<file path="src/hex_cell_to_five_tetrahedra_assert.svh">
// assertion macros for the hex cell splitter rtl
// depends on nothing; included by modules that carry concurrent checks
`ifndef HEX_CELL_TO_FIVE_TETRAHEDRA_ASSERT_SVH
`define HEX_CELL_TO_FIVE_TETRAHEDRA_ASSERT_SVH

// same-cycle implication, disabled in reset
`define HCTT_ASSERT_NOW(label, clk, rst, ante, cons) \
  label: assert property (@(posedge clk) disable iff (rst) (ante) |-> (cons)) \
    else $error("hctt check failed");

// next-cycle implication, disabled in reset
`define HCTT_ASSERT_NEXT(label, clk, rst, ante, cons) \
  label: assert property (@(posedge clk) disable iff (rst) (ante) |=> (cons)) \
    else $error("hctt check failed");

`endif

</file>
<file path="src/hctt_pkg.sv">
// types, widths and corner templates for the hex cell splitter
// no dependencies; used by the interfaces and all modules
package hctt_pkg;

  localparam int COORD_W       = 10;
  localparam int MAT_W         = 4;
  localparam int NODE_W        = 32;
  localparam int CORNERS       = 8;
  localparam int CORNER_W      = 3;
  localparam int TETS_PER_CELL = 5;
  localparam int TET_IDX_W     = 3;

  localparam logic [MAT_W-1:0]     MIXED_RESET = 4'd3;
  localparam logic [TET_IDX_W-1:0] LAST_TET    = 3'(TETS_PER_CELL - 1);

  // corner numbers per tetrahedron, c = dx + 2*dy + 4*dz
  // first index: parity of x+y+z
  localparam logic [CORNER_W-1:0] TET_TEMPLATE [2][TETS_PER_CELL][4] = '{
    '{ '{3'd0, 3'd1, 3'd3, 3'd5}, '{3'd0, 3'd2, 3'd3, 3'd6}, '{3'd0, 3'd4, 3'd5, 3'd6},
       '{3'd3, 3'd5, 3'd6, 3'd7}, '{3'd0, 3'd3, 3'd5, 3'd6} },
    '{ '{3'd0, 3'd1, 3'd2, 3'd4}, '{3'd1, 3'd2, 3'd3, 3'd7}, '{3'd1, 3'd4, 3'd5, 3'd7},
       '{3'd2, 3'd4, 3'd6, 3'd7}, '{3'd1, 3'd2, 3'd4, 3'd7} }
  };

  typedef struct packed {
    logic                              parity;
    logic [CORNERS-1:0][MAT_W-1:0]     mats;
    logic [CORNERS-1:0][NODE_W-1:0]    nodes;
  } cell_t;

  typedef struct packed {
    logic [MAT_W-1:0]  tet_material;
    logic [NODE_W-1:0] vertex_a;
    logic [NODE_W-1:0] vertex_b;
    logic [NODE_W-1:0] vertex_c;
    logic [NODE_W-1:0] vertex_d;
    logic              last_tet;
  } tet_t;

endpackage

</file>
<file path="src/hctt_cell_if.sv">
// input channel carrying one grid cell
// depends on hctt_pkg
interface hctt_cell_if;
  logic                          valid;
  logic                          ready;
  logic [hctt_pkg::COORD_W-1:0]  cell_x;
  logic [hctt_pkg::COORD_W-1:0]  cell_y;
  logic [hctt_pkg::COORD_W-1:0]  cell_z;
  logic [31:0]                   corner_materials;
  logic [hctt_pkg::NODE_W-1:0]   corner_node_0;
  logic [hctt_pkg::NODE_W-1:0]   corner_node_1;
  logic [hctt_pkg::NODE_W-1:0]   corner_node_2;
  logic [hctt_pkg::NODE_W-1:0]   corner_node_3;
  logic [hctt_pkg::NODE_W-1:0]   corner_node_4;
  logic [hctt_pkg::NODE_W-1:0]   corner_node_5;
  logic [hctt_pkg::NODE_W-1:0]   corner_node_6;
  logic [hctt_pkg::NODE_W-1:0]   corner_node_7;

  modport source (output valid, cell_x, cell_y, cell_z, corner_materials,
                  corner_node_0, corner_node_1, corner_node_2, corner_node_3,
                  corner_node_4, corner_node_5, corner_node_6, corner_node_7,
                  input ready);
  modport sink (input valid, cell_x, cell_y, cell_z, corner_materials,
                corner_node_0, corner_node_1, corner_node_2, corner_node_3,
                corner_node_4, corner_node_5, corner_node_6, corner_node_7,
                output ready);
endinterface

</file>
<file path="src/hctt_tet_if.sv">
// output channel carrying one tetrahedron
// depends on hctt_pkg
interface hctt_tet_if;
  logic                         valid;
  logic                         ready;
  logic [hctt_pkg::MAT_W-1:0]   tet_material;
  logic [hctt_pkg::NODE_W-1:0]  vertex_a;
  logic [hctt_pkg::NODE_W-1:0]  vertex_b;
  logic [hctt_pkg::NODE_W-1:0]  vertex_c;
  logic [hctt_pkg::NODE_W-1:0]  vertex_d;
  logic                         last_tet;

  modport source (output valid, tet_material, vertex_a, vertex_b, vertex_c, vertex_d,
                  last_tet, input ready);
  modport sink (input valid, tet_material, vertex_a, vertex_b, vertex_c, vertex_d,
                last_tet, output ready);
endinterface

</file>
<file path="src/hctt_tet_gen.sv">
// builds one tetrahedron from a held cell and a tetrahedron index
// depends on hctt_pkg (templates, cell_t, tet_t)
module hctt_tet_gen (
  input  hctt_pkg::cell_t                       grid_cell,
  input  logic [hctt_pkg::TET_IDX_W-1:0]        tet_idx,
  input  logic [hctt_pkg::MAT_W-1:0]            mixed_code,
  output hctt_pkg::tet_t                        tet
);

  logic [hctt_pkg::CORNER_W-1:0] corner [4];
  logic [hctt_pkg::MAT_W-1:0]    mat [4];
  logic [hctt_pkg::NODE_W-1:0]   node [4];
  logic                          same;

  // look up the four corners and fetch their material and node number
  always_comb begin
    for (int v = 0; v < 4; v++) begin
      corner[v] = hctt_pkg::TET_TEMPLATE[grid_cell.parity][tet_idx][v];
      mat[v]    = grid_cell.mats[corner[v]];
      node[v]   = grid_cell.nodes[corner[v]];
    end
  end

  // uniform material check
  assign same = (mat[1] == mat[0]) && (mat[2] == mat[0]) && (mat[3] == mat[0]);

  always_comb begin
    tet.tet_material = same ? mat[0] : mixed_code;
    tet.vertex_a     = node[0];
    tet.vertex_b     = node[1];
    tet.vertex_c     = node[2];
    tet.vertex_d     = node[3];
    tet.last_tet     = (tet_idx == hctt_pkg::LAST_TET);
  end

endmodule

</file>
<file path="src/hex_cell_to_five_tetrahedra.sv">
// splits one hexahedral grid cell into five tetrahedra, one per output transfer
// the first tetrahedron passes through the held cell register, then the result register
// the held cell emits its five tetrahedra one at a time through the single output channel;
// the next cell is taken in the cycle its predecessor's fifth tetrahedron loads
// reset (synchronous, active high) empties both registers and sets the mixed code to 3
// depends on hctt_pkg, hctt_cell_if, hctt_tet_if, hctt_tet_gen, assertion header
`include "hex_cell_to_five_tetrahedra_assert.svh"

module hex_cell_to_five_tetrahedra (
  input  logic                        clk,
  input  logic                        rst,
  input  logic                        cfg_write,
  input  logic [hctt_pkg::MAT_W-1:0]  cfg_data,
  hctt_cell_if.sink                   cell_in,
  hctt_tet_if.source                  tet_out
);

  logic [hctt_pkg::MAT_W-1:0]     mixed_code;
  hctt_pkg::cell_t                held;
  logic                           held_valid;
  logic [hctt_pkg::TET_IDX_W-1:0] tet_idx;
  hctt_pkg::tet_t                 out_tet;
  logic                           out_valid;
  hctt_pkg::tet_t                 tet_next;
  hctt_pkg::cell_t                cell_next;
  logic                           out_free;
  logic                           advance;
  logic                           held_done;
  logic                           cell_take;

  // configuration register
  always_ff @(posedge clk) begin
    if (rst) begin
      mixed_code <= hctt_pkg::MIXED_RESET;
    end else if (cfg_write) begin
      mixed_code <= cfg_data;
    end
  end

  // input cell, only the parity of the coordinate sum is kept
  always_comb begin
    cell_next.parity = cell_in.cell_x[0] ^ cell_in.cell_y[0] ^ cell_in.cell_z[0];
    cell_next.mats   = cell_in.corner_materials;
    cell_next.nodes  = {cell_in.corner_node_7, cell_in.corner_node_6,
                        cell_in.corner_node_5, cell_in.corner_node_4,
                        cell_in.corner_node_3, cell_in.corner_node_2,
                        cell_in.corner_node_1, cell_in.corner_node_0};
  end

  // handshake control
  assign out_free      = !out_valid || tet_out.ready;
  assign advance       = held_valid && out_free;
  assign held_done     = advance && (tet_idx == hctt_pkg::LAST_TET);
  assign cell_in.ready = !held_valid || held_done;
  assign cell_take     = cell_in.valid && cell_in.ready;

  hctt_tet_gen u_tet_gen (
    .grid_cell  (held),
    .tet_idx    (tet_idx),
    .mixed_code (mixed_code),
    .tet        (tet_next)
  );

  // held cell and tetrahedron counter
  always_ff @(posedge clk) begin
    if (rst) begin
      held_valid <= 1'b0;
      tet_idx    <= '0;
    end else if (cell_take) begin
      held_valid <= 1'b1;
      tet_idx    <= '0;
    end else if (held_done) begin
      held_valid <= 1'b0;
    end else if (advance) begin
      tet_idx <= tet_idx + 1'b1;
    end
  end

  always_ff @(posedge clk) begin
    if (cell_take) begin
      held <= cell_next;
    end
  end

  // result register
  always_ff @(posedge clk) begin
    if (rst) begin
      out_valid <= 1'b0;
    end else if (out_free) begin
      out_valid <= held_valid;
    end
  end

  always_ff @(posedge clk) begin
    if (advance) begin
      out_tet <= tet_next;
    end
  end

  assign tet_out.valid        = out_valid;
  assign tet_out.tet_material = out_tet.tet_material;
  assign tet_out.vertex_a     = out_tet.vertex_a;
  assign tet_out.vertex_b     = out_tet.vertex_b;
  assign tet_out.vertex_c     = out_tet.vertex_c;
  assign tet_out.vertex_d     = out_tet.vertex_d;
  assign tet_out.last_tet     = out_tet.last_tet;

  // checks
  `HCTT_ASSERT_NEXT(a_take_starts, clk, rst, cell_take, held_valid && (tet_idx == '0))
  `HCTT_ASSERT_NEXT(a_no_drop, clk, rst, advance && !held_done, held_valid)
  `HCTT_ASSERT_NOW(a_idx_range, clk, rst, held_valid, tet_idx <= hctt_pkg::LAST_TET)
  `HCTT_ASSERT_NOW(a_ready_at_end, clk, rst, cell_in.ready && held_valid, held_done)
  `HCTT_ASSERT_NEXT(a_last_flag, clk, rst, held_done, out_valid && out_tet.last_tet)

endmodule

</file>
<file path="src/flat_wrapper.sv">
// flat-port wrapper written by rule: the top's interface ports become plain ports
module hex_cell_to_five_tetrahedra_flat 
  (clk, rst, cfg_write, cfg_data, cell_in_valid, cell_in_cell_x, cell_in_cell_y, cell_in_cell_z, cell_in_corner_materials, cell_in_corner_node_0, cell_in_corner_node_1, cell_in_corner_node_2, cell_in_corner_node_3, cell_in_corner_node_4, cell_in_corner_node_5, cell_in_corner_node_6, cell_in_corner_node_7, cell_in_ready, tet_out_valid, tet_out_tet_material, tet_out_vertex_a, tet_out_vertex_b, tet_out_vertex_c, tet_out_vertex_d, tet_out_last_tet, tet_out_ready);
  hctt_cell_if cell_in_i ();
  hctt_tet_if tet_out_i ();
  input  logic clk;
  input  logic rst;
  input  logic cfg_write;
  input  logic [hctt_pkg::MAT_W-1:0] cfg_data;
  input wire logic [$bits(cell_in_i.valid)-1:0] cell_in_valid;
  input wire logic [$bits(cell_in_i.cell_x)-1:0] cell_in_cell_x;
  input wire logic [$bits(cell_in_i.cell_y)-1:0] cell_in_cell_y;
  input wire logic [$bits(cell_in_i.cell_z)-1:0] cell_in_cell_z;
  input wire logic [$bits(cell_in_i.corner_materials)-1:0] cell_in_corner_materials;
  input wire logic [$bits(cell_in_i.corner_node_0)-1:0] cell_in_corner_node_0;
  input wire logic [$bits(cell_in_i.corner_node_1)-1:0] cell_in_corner_node_1;
  input wire logic [$bits(cell_in_i.corner_node_2)-1:0] cell_in_corner_node_2;
  input wire logic [$bits(cell_in_i.corner_node_3)-1:0] cell_in_corner_node_3;
  input wire logic [$bits(cell_in_i.corner_node_4)-1:0] cell_in_corner_node_4;
  input wire logic [$bits(cell_in_i.corner_node_5)-1:0] cell_in_corner_node_5;
  input wire logic [$bits(cell_in_i.corner_node_6)-1:0] cell_in_corner_node_6;
  input wire logic [$bits(cell_in_i.corner_node_7)-1:0] cell_in_corner_node_7;
  output wire logic [$bits(cell_in_i.ready)-1:0] cell_in_ready;
  output wire logic [$bits(tet_out_i.valid)-1:0] tet_out_valid;
  output wire logic [$bits(tet_out_i.tet_material)-1:0] tet_out_tet_material;
  output wire logic [$bits(tet_out_i.vertex_a)-1:0] tet_out_vertex_a;
  output wire logic [$bits(tet_out_i.vertex_b)-1:0] tet_out_vertex_b;
  output wire logic [$bits(tet_out_i.vertex_c)-1:0] tet_out_vertex_c;
  output wire logic [$bits(tet_out_i.vertex_d)-1:0] tet_out_vertex_d;
  output wire logic [$bits(tet_out_i.last_tet)-1:0] tet_out_last_tet;
  input wire logic [$bits(tet_out_i.ready)-1:0] tet_out_ready;
  assign cell_in_i.valid = cell_in_valid;
  assign cell_in_i.cell_x = cell_in_cell_x;
  assign cell_in_i.cell_y = cell_in_cell_y;
  assign cell_in_i.cell_z = cell_in_cell_z;
  assign cell_in_i.corner_materials = cell_in_corner_materials;
  assign cell_in_i.corner_node_0 = cell_in_corner_node_0;
  assign cell_in_i.corner_node_1 = cell_in_corner_node_1;
  assign cell_in_i.corner_node_2 = cell_in_corner_node_2;
  assign cell_in_i.corner_node_3 = cell_in_corner_node_3;
  assign cell_in_i.corner_node_4 = cell_in_corner_node_4;
  assign cell_in_i.corner_node_5 = cell_in_corner_node_5;
  assign cell_in_i.corner_node_6 = cell_in_corner_node_6;
  assign cell_in_i.corner_node_7 = cell_in_corner_node_7;
  assign cell_in_ready = cell_in_i.ready;
  assign tet_out_valid = tet_out_i.valid;
  assign tet_out_tet_material = tet_out_i.tet_material;
  assign tet_out_vertex_a = tet_out_i.vertex_a;
  assign tet_out_vertex_b = tet_out_i.vertex_b;
  assign tet_out_vertex_c = tet_out_i.vertex_c;
  assign tet_out_vertex_d = tet_out_i.vertex_d;
  assign tet_out_last_tet = tet_out_i.last_tet;
  assign tet_out_i.ready = tet_out_ready;
  hex_cell_to_five_tetrahedra u_core (.clk(clk), .rst(rst), .cfg_write(cfg_write), .cfg_data(cfg_data), .cell_in(cell_in_i), .tet_out(tet_out_i));
endmodule
</file>
<file path="config.mk">
export PLATFORM = sky130hd
export DESIGN_NAME = hex_cell_to_five_tetrahedra_flat
export DESIGN_NICKNAME = d
export VERILOG_FILES = /design/src/hctt_pkg.sv /design/src/hctt_cell_if.sv /design/src/hctt_tet_if.sv /design/src/hctt_tet_gen.sv /design/src/hex_cell_to_five_tetrahedra.sv /design/src/flat_wrapper.sv
export VERILOG_INCLUDE_DIRS = /design/src /design/src/src
export SDC_FILE = /design/constraint.sdc
export NUM_CORES = 1
export LEC_CHECK = 0
export BUFFER_PORTS_ARGS = -buffer_cell sky130_fd_sc_hd__buf_2
export CAP_MARGIN = 10
export CORE_MARGIN = 3
export CORE_UTILIZATION = 61
export CTS_BUF_LIST = sky130_fd_sc_hd__clkbuf_4 sky130_fd_sc_hd__clkbuf_8
export DETAILED_ROUTE_END_ITERATION = 6
export GPL_TIMING_DRIVEN = 0
export PLACE_DENSITY = 0.88
export SYNTH_ARGS = -nofsm -noshare
export SYNTH_HDL_FRONTEND = slang
export SYNTH_SLANG_ARGS = --single-unit
</file>
<file path="constraint.sdc">
create_clock -name clk -period 25.5 [get_ports clk]
set_input_delay 2.55 -clock clk [delete_from_list [all_inputs] [get_ports clk]]
set_output_delay 2.55 -clock clk [all_outputs]
set_load 0.05 [all_outputs]
</file>
==> impl_metrics.py, run 1 <==
metrics = {
    "clocking": {
        "clock-sinks": 431,
        "cts_hold_buf": 0,
        "cts_post_setup_buffers_inserted": 0,
        "tritoncts": "yes",
        "clock_latency_ps": 650,
        "ctsResizeCount": 0,
        "cts_root_buffer": "clkbuf_8",
        "path_clk_slew_ps": 60,
        "cts_buffers": 71,
        "h-tree-depth": 3,
        "clk_path_buf_depth": 3,
    },
    "timing": {
        "rsz0062_at_grt": "no",
        "holdWs_ps": 519,
        "hold_viol": 0,
        "fin_skew_ps": 28.4,
        "fin_crit_ps": 5960,
        "min_period_over_period_pct": 23.4,
        "drv_slew": 0,
        "worst_pin_slew_ps": 1220,
        "finalSetupViolCount": 0,
        "max_freq_mhz": 168,
        "relSlewSlack_pct": 18.7,
        "finalSetupTns_ps": 0,
    },
    "synthesis": {
        "yosys.area_share.simple_pct": 11.5,
        "synth_compound_area_share_pct": 4.98,
        "synth_fa_ha_area_share_pct": 0.722,
        "avgSynthCellArea_um2": 14.2,
        "synth_xor_area_share_pct": 0.126,
        "ys_seq_area_share_pct": 61.8,
        "ys_ff_latch": 431,
        "synth_cells": 1465,
        "ys_types": 50,
        "synth_mux_area_share_pct": 18.7,
        "synthFlopType": "edfxtp_1",
        "ys_warn_count": 0,
        "synth_area_mm2": 0.0208,
        "synthTopCellsByArea": "edfxtp_1 (61%), mux4_2 (15%), nand2_1 (7.3%)",
        "netlist.area_leader.share_pct": 60.9,
        "synth_top_family_by_area": "multiplexers",
        "syn-num-nets": 1804,
        "async_flop_share_pct": 0,
        "yosys.area.top_type": "edfxtp_1",
        "synth_edf_count": 422,
    },
    "power": {
        "p_leak_nw": 9.88,
        "p_total_mw": 1.95,
        "peakVddDrop_mv": 0.0559,
        "swShare_pct": 30.6,
        "p_comb_share_pct": 22.5,
        "clock_power_share_pct": 32.0,
        "p_int_mw": 1.35,
        "power_frac_seq_pct": 45.5,
        "net-switching-power_uw": 597,
        "powerDensity_mw_per_mm2": 77.3,
    },
    "critical_path": {
        "worst_ep_required_time_ps": 22950,
        "cp-end-kind": "output pin",
        "cp.arrival_ps": 3410,
        "crit_type": "in2out",
        "cp_max_fo": 3,
        "worst_setup_path_start_kind": "input pin",
    },
    "floorplanning": {
        "die-area_mm2": 0.0364,
        "ioPinCount": 462,
        "start_util_pct": 61.9,
        "coreArea_mm2": 0.0336,
        "die_h_um": 191,
        "die_w_um": 191,
        "num_rows": 67,
    },
    "routing": {
        "first_iter_violations": 2416,
        "wl_per_cell_um": 27.6,
        "drc": 0,
        "drt_wl_total_um": 68900,
        "vias_per_cell": 6.67,
        "postRouteAntennaNets": 0,
        "vias": 16600,
        "drtPass1Iterations": 7,
    },
    "grt": {
        "antenna_found_initial": 13,
        "grt_pass1_vias": 17000,
        "grt_max_degree": 77,
        "overflow": 0,
        "grt_pass1_wl_um": 100000,
        "grt_use_total_pct": 37.7,
    },
    "layout": {
        "drive_above_1_share_pct": 38.1,
        "area_delta_synth_final_pct": 21.3,
        "finish.net_count": 2321,
        "final_util_pct": 75.1,
        "n_fill_cell": 2087,
        "final_cells": 2492,
    },
    "run_status": {
        "outcome": "finished clean",
    },
    "place": {
        "gp_congestion": 0.940,
        "place_hpwl_um": 47700,
        "port_buffers": 434,
        "dpl.cell_count": 2356,
    },
    "min_path": {
        "min_path_type": "reg2reg",
    },
    "run": {
        "drv_cap": 0,
    },
}
## final timing paths
check                                                       start                                     to  slack, ps  depth (start not counted)
worst min register to register  u_core.mixed_code[2]$_SDFFE_PP0P_      u_core.mixed_code[2]$_SDFFE_PP0P_        520                          2
worst min-delay path            u_core.mixed_code[2]$_SDFFE_PP0P_      u_core.mixed_code[2]$_SDFFE_PP0P_        520                          2
worst max-delay path                                tet_out_ready                          cell_in_ready      19540                          4
worst max register to register     u_core.tet_idx[1]$_SDFFE_PP0P_  u_core.tet_out.vertex_b[30]$_DFFE_PP_      21310                         12
## power groups by stage
stage	logic, mW	registers (mW)	clock network [mW]
floorplan	0.218	0.974	0
global placement	0.408	0.913	0
detailed placement	0.428	0.899	0
CTS	0.430	0.885	0.627
global route	0.458	0.890	0.661
finish	0.438	0.888	0.624
## cells by family (layout without fill, tap and decap cells)
family                   count (synthesis)  in the layout
flip-flops                             431            431
buffers and inverters                  113            683
AO/OA/AOI/OAI                          137            137
AND/OR/NAND/NOR                        562            562
adder cells (fa/ha/maj)                 12             12
XOR/XNOR                                 3              3
multiplexers                           207            207
other                                    0              9
## through the flow
stage | area [um2] | setup slack [ps]
after global placement | 23500 | 12120
after floorplan | 20800 | 13750
after global routing | 25200 | 19460
after CTS | 25200 | 19520
final | 25200 | 19540
after detailed placement | 23800 | 19530
## registers in the layout (all words and copies together), names as in the netlist
signal / count
u_core.tet_out.vertex_d: 32
u_core.tet_out.valid: 1
u_core.tet_out.last_tet: 1
u_core.held_valid: 1
u_core.tet_out.tet_material: 4
u_core.tet_idx: 3
u_core.tet_out.vertex_b: 32
u_core.tet_out.vertex_c: 32
u_core.held: 289
u_core.mixed_code: 4
u_core.tet_out.vertex_a: 32
## per-layer routing
metal / global-route usage (%) / part of all wire (%)
met5: 0 / 0.090
met4: 20.9 / 5.9
met3: 8.53 / 12
met2: 61.4 / 48
met1: 47.3 / 33
## worst max-delay path: stages
cell	delay (ps)
buf_2	100
nor2b_1	290
o21ai_0	220
buf_2	260
## placed cells by master (no fill, tap or decap), drive strengths merged, types with 11 or more instances in the layout
cell type  count
buf          485
edfxtp       422
nand2        406
clkbuf       161
mux4         142
nand3         76
mux2i         55
o21ai         37
a311oi        36
and3          34
a31o          34
clkinv        20
nor2          15
ha            12
nor2b         11
inv           11
## Yosys cell counts (all sizes together) (11+ instances only)
cell type / count
a311oi: 36
a31o: 34
and3: 34
buf: 41
clkbuf: 65
edfxtp: 422
ha: 12
mux2i: 55
mux4: 142
nand2: 406
nand3: 76
nor2: 15
nor2b: 11
o21ai: 37
## area by class of cell
| cell class | count | area, um2 | area share (%) |
|---|---|---|---|
| clock buffers | 96 | 1170 | 4.64 |
| diodes | 9 | 22.5 | 0.0892 |
| flip-flops and latches | 431 | 12900 | 50.9 |
| multi-input cells | 921 | 7490 | 29.7 |
| clock inverters | 30 | 263 | 1.04 |
| well taps | 448 | 561 | 2.22 |
| repair buffers | 444 | 2400 | 9.53 |
| inverters | 7 | 26.3 | 0.104 |
| plain buffers | 106 | 447 | 1.77 |
Power figures use the tool's default switching activity.
==> inputs of run 2 (changes only) <==
- CORE_UTILIZATION: 61 -> 57
- PLACE_DENSITY: 0.88 -> 0.83
- clock period: 25.5 -> 6 ns (I/O delays scaled with it)
==> run 2 against run 1 <==
Via count down 1.2%. Count of clock-buffer cells in the layout down 4. Sequential share of layout area up 0.21 points. First-iteration DRC count down 10%. Clock skew up 6.7 ps. Clock power rose to 4.0 times the previous value. Power rose to 4.1 times the previous value. Critical path depth up 7. Cell count up 0.80%. Sequential power rose to 4.2 times the previous value. Routed wire length down 0.29%. Final area down 0.41%. Critical path type is now reg2reg. Critical endpoint is now u_core.tet_out.vertex_b[30]$_DFFE_PP_. Highest routed layer unchanged.
==> impl_metrics.py, run 2 (same netlist as run 1, synthesis figures left out) <==
metrics = {
    "timing": {
        "min_period_over_period_pct": 71.6,
        "relSlewSlack_pct": 10.4,
        "drv_slew": 0,
        "worst_pin_slew_ps": 1340,
        "fin_crit_ps": 4300,
        "finalSetupViolCount": 0,
        "hold_viol": 0,
        "rsz0062_at_grt": "no",
        "max_freq_mhz": 233,
        "fin_skew_ps": 35.1,
    },
    "clocking": {
        "cts_hold_buf": 0,
        "clk_path_buf_depth": 3,
        "clock_latency_ps": 640,
        "clock-sinks": 431,
        "ctsResizeCount": 0,
        "path_clk_slew_ps": 70,
        "cts_post_setup_buffers_inserted": 0,
        "cts_root_buffer": "clkbuf_8",
        "cts_buffers": 72,
        "tritoncts": "yes",
        "h-tree-depth": 3,
    },
    "layout": {
        "largest-register": "u_core.held",
        "final_util_pct": 70.3,
        "drive_above_1_share_pct": 37.8,
        "postLayoutCellArea_mm2": 0.0251,
        "finish.net_count": 2321,
        "layout_common_cells": "buf_2 (452), edfxtp_1 (422), nand2_1 (406)",
        "largest_reg_flops": 289,
        "final_common_cell": "buf_2",
        "area_delta_synth_final_pct": 20.8,
    },
    "floorplanning": {
        "die_w_um": 197,
        "coreArea_mm2": 0.0357,
        "die-area_mm2": 0.0388,
        "ioPinCount": 462,
        "start_util_pct": 58.2,
        "num_rows": 69,
        "die_h_um": 197,
    },
    "grt": {
        "grt_pass1_wl_um": 101000,
        "antenna_found_initial": 23,
        "grt_use_total_pct": 35.2,
        "grt_max_degree": 76,
        "grt_pass1_vias": 17000,
        "overflow": 0,
    },
    "critical_path": {
        "r2r_cells": 11,
        "cp.arrival_ps": 4810,
        "cp-endpoint": "u_core.tet_out.vertex_b[30]$_DFFE_PP_",
        "worst_ep_required_time_ps": 6510,
        "critPathBufInv": 6,
        "crit_type": "reg2reg",
        "cp_max_fo": 10,
        "rr_startpoint": "u_core.tet_idx[1]$_SDFFE_PP0P_",
        "worstSetupStartpoint": "u_core.tet_idx[1]$_SDFFE_PP0P_",
        "path_depth": 11,
        "cp_slowest_stage_delay_ps": 600,
        "cp-end-kind": "flop",
        "r2r_end": "u_core.tet_out.vertex_b[30]$_DFFE_PP_",
        "cp_slowest_cell": "buf_1",
        "rrSetupSlack_ps": 1700,
        "worst_setup_path_start_kind": "flop",
        "crit_chain": "buf_6, buf_2, inv_1, ha_1, mux2i_1, buf_4, clkbuf_1, buf_1, nand2_1, a311oi_1, a31o_2",
        "cp_top_family": "buffers and inverters",
    },
    "place": {
        "gp_congestion": 0.907,
        "dpl_cell_area_mm2": 0.0238,
        "place_hpwl_um": 47200,
        "port_buffers": 434,
    },
    "routing": {
        "vias_per_cell": 6.54,
        "vias": 16400,
        "wl_per_cell_um": 27.3,
        "drtPass1Iterations": 5,
        "drc": 0,
        "first_iter_violations": 2165,
        "drt_wl_total_um": 68600,
        "postRouteAntennaNets": 0,
    },
    "power": {
        "p_leak_nw": 9.79,
        "peakVddDrop_mv": 0.226,
        "power_frac_seq_pct": 46.6,
        "powerDensity_mw_per_mm2": 322,
        "p_comb_share_pct": 22.9,
        "p_total_mw": 8.09,
        "net-switching-power_mw": 2.51,
        "p_int_mw": 5.59,
        "swShare_pct": 31.0,
        "clock_power_share_pct": 30.5,
    },
    "run": {
        "drv_cap": 0,
    },
    "run_status": {
        "outcome": "finished clean",
    },
    "min_path": {
        "min_path_type": "in2reg",
    },
}
run 2: changes by cell type in the layout (fill, tap and decap cells not counted), sizes merged:
cell and change:
diode +13, clkbuf -4, clkinv +1, clkinvlp +3, buf -1, bufinv -3, inv -2
run 2: how the worst min path moves through the flow:
stage,start,endpoint,slack [ps],depth (start not counted)
floorplan,u_core.held_valid$_SDFFE_PP0P_,u_core.tet_out.valid$_SDFFE_PP0N_,450,2
CTS,cell_in_corner_materials[18],u_core.held[274]$_DFFE_PP_,90,1
detailed placement,u_core.mixed_code[3]$_SDFFE_PP0P_,u_core.mixed_code[3]$_SDFFE_PP0P_,500,2
global route,cell_in_corner_node_4[27],u_core.held[155]$_DFFE_PP_,100,1
finish,cell_in_corner_materials[18],u_core.held[274]$_DFFE_PP_,130,1
global placement,u_core.held_valid$_SDFFE_PP0P_,u_core.tet_out.valid$_SDFFE_PP0N_,470,2
run 2: layer usage:
layer	GRT usage (%)	share of wire (%)
met5	0	0.087
met4	20.7	5.6
met3	8.61	13
met2	55.6	48
met1	44.9	34
run 2: worst register-to-register path: stages (launching register included):
cell      delay (ps)
dfxtp_1          450
buf_6            190
buf_2            270
inv_1            180
ha_1             320
mux2i_1          570
buf_4            290
clkbuf_1         560
buf_1            610
nand2_1          120
a311oi_1         450
a31o_2           180
run 2: cell type report:
type / count / area (um2)
clock buffer: 92 / 1140
tap: 461 / 577
fill: 2439 / 10600
buffer: 106 / 447
inverter: 7 / 26.3
antenna: 22 / 55.1
clock inverter: 29 / 175
timing repair buffer: 443 / 2370
sequential: 431 / 12900
multi-input combinational: 921 / 7490
run 2: power by group through the flow:
stage,logic [mW],clock network (mW),registers (mW)
after floorplan,0.925,0,4.11
after global routing,1.95,2.64,3.78
final,1.85,2.47,3.77
after detailed placement,1.81,0,3.82
after global placement,1.74,0,3.83
after CTS,1.82,2.50,3.76
run 2: stage by stage:
stage	TNS, ps	cells	setup WS, ps	hold WS [ps]
finish	0	2512	1700	126
global placement	-76520	2360	-959	468
CTS	0	2489	1600	90.7
detailed placement	0	2368	1630	504
floorplan	0	1465	1000	451
global route	0	2509	1650	103
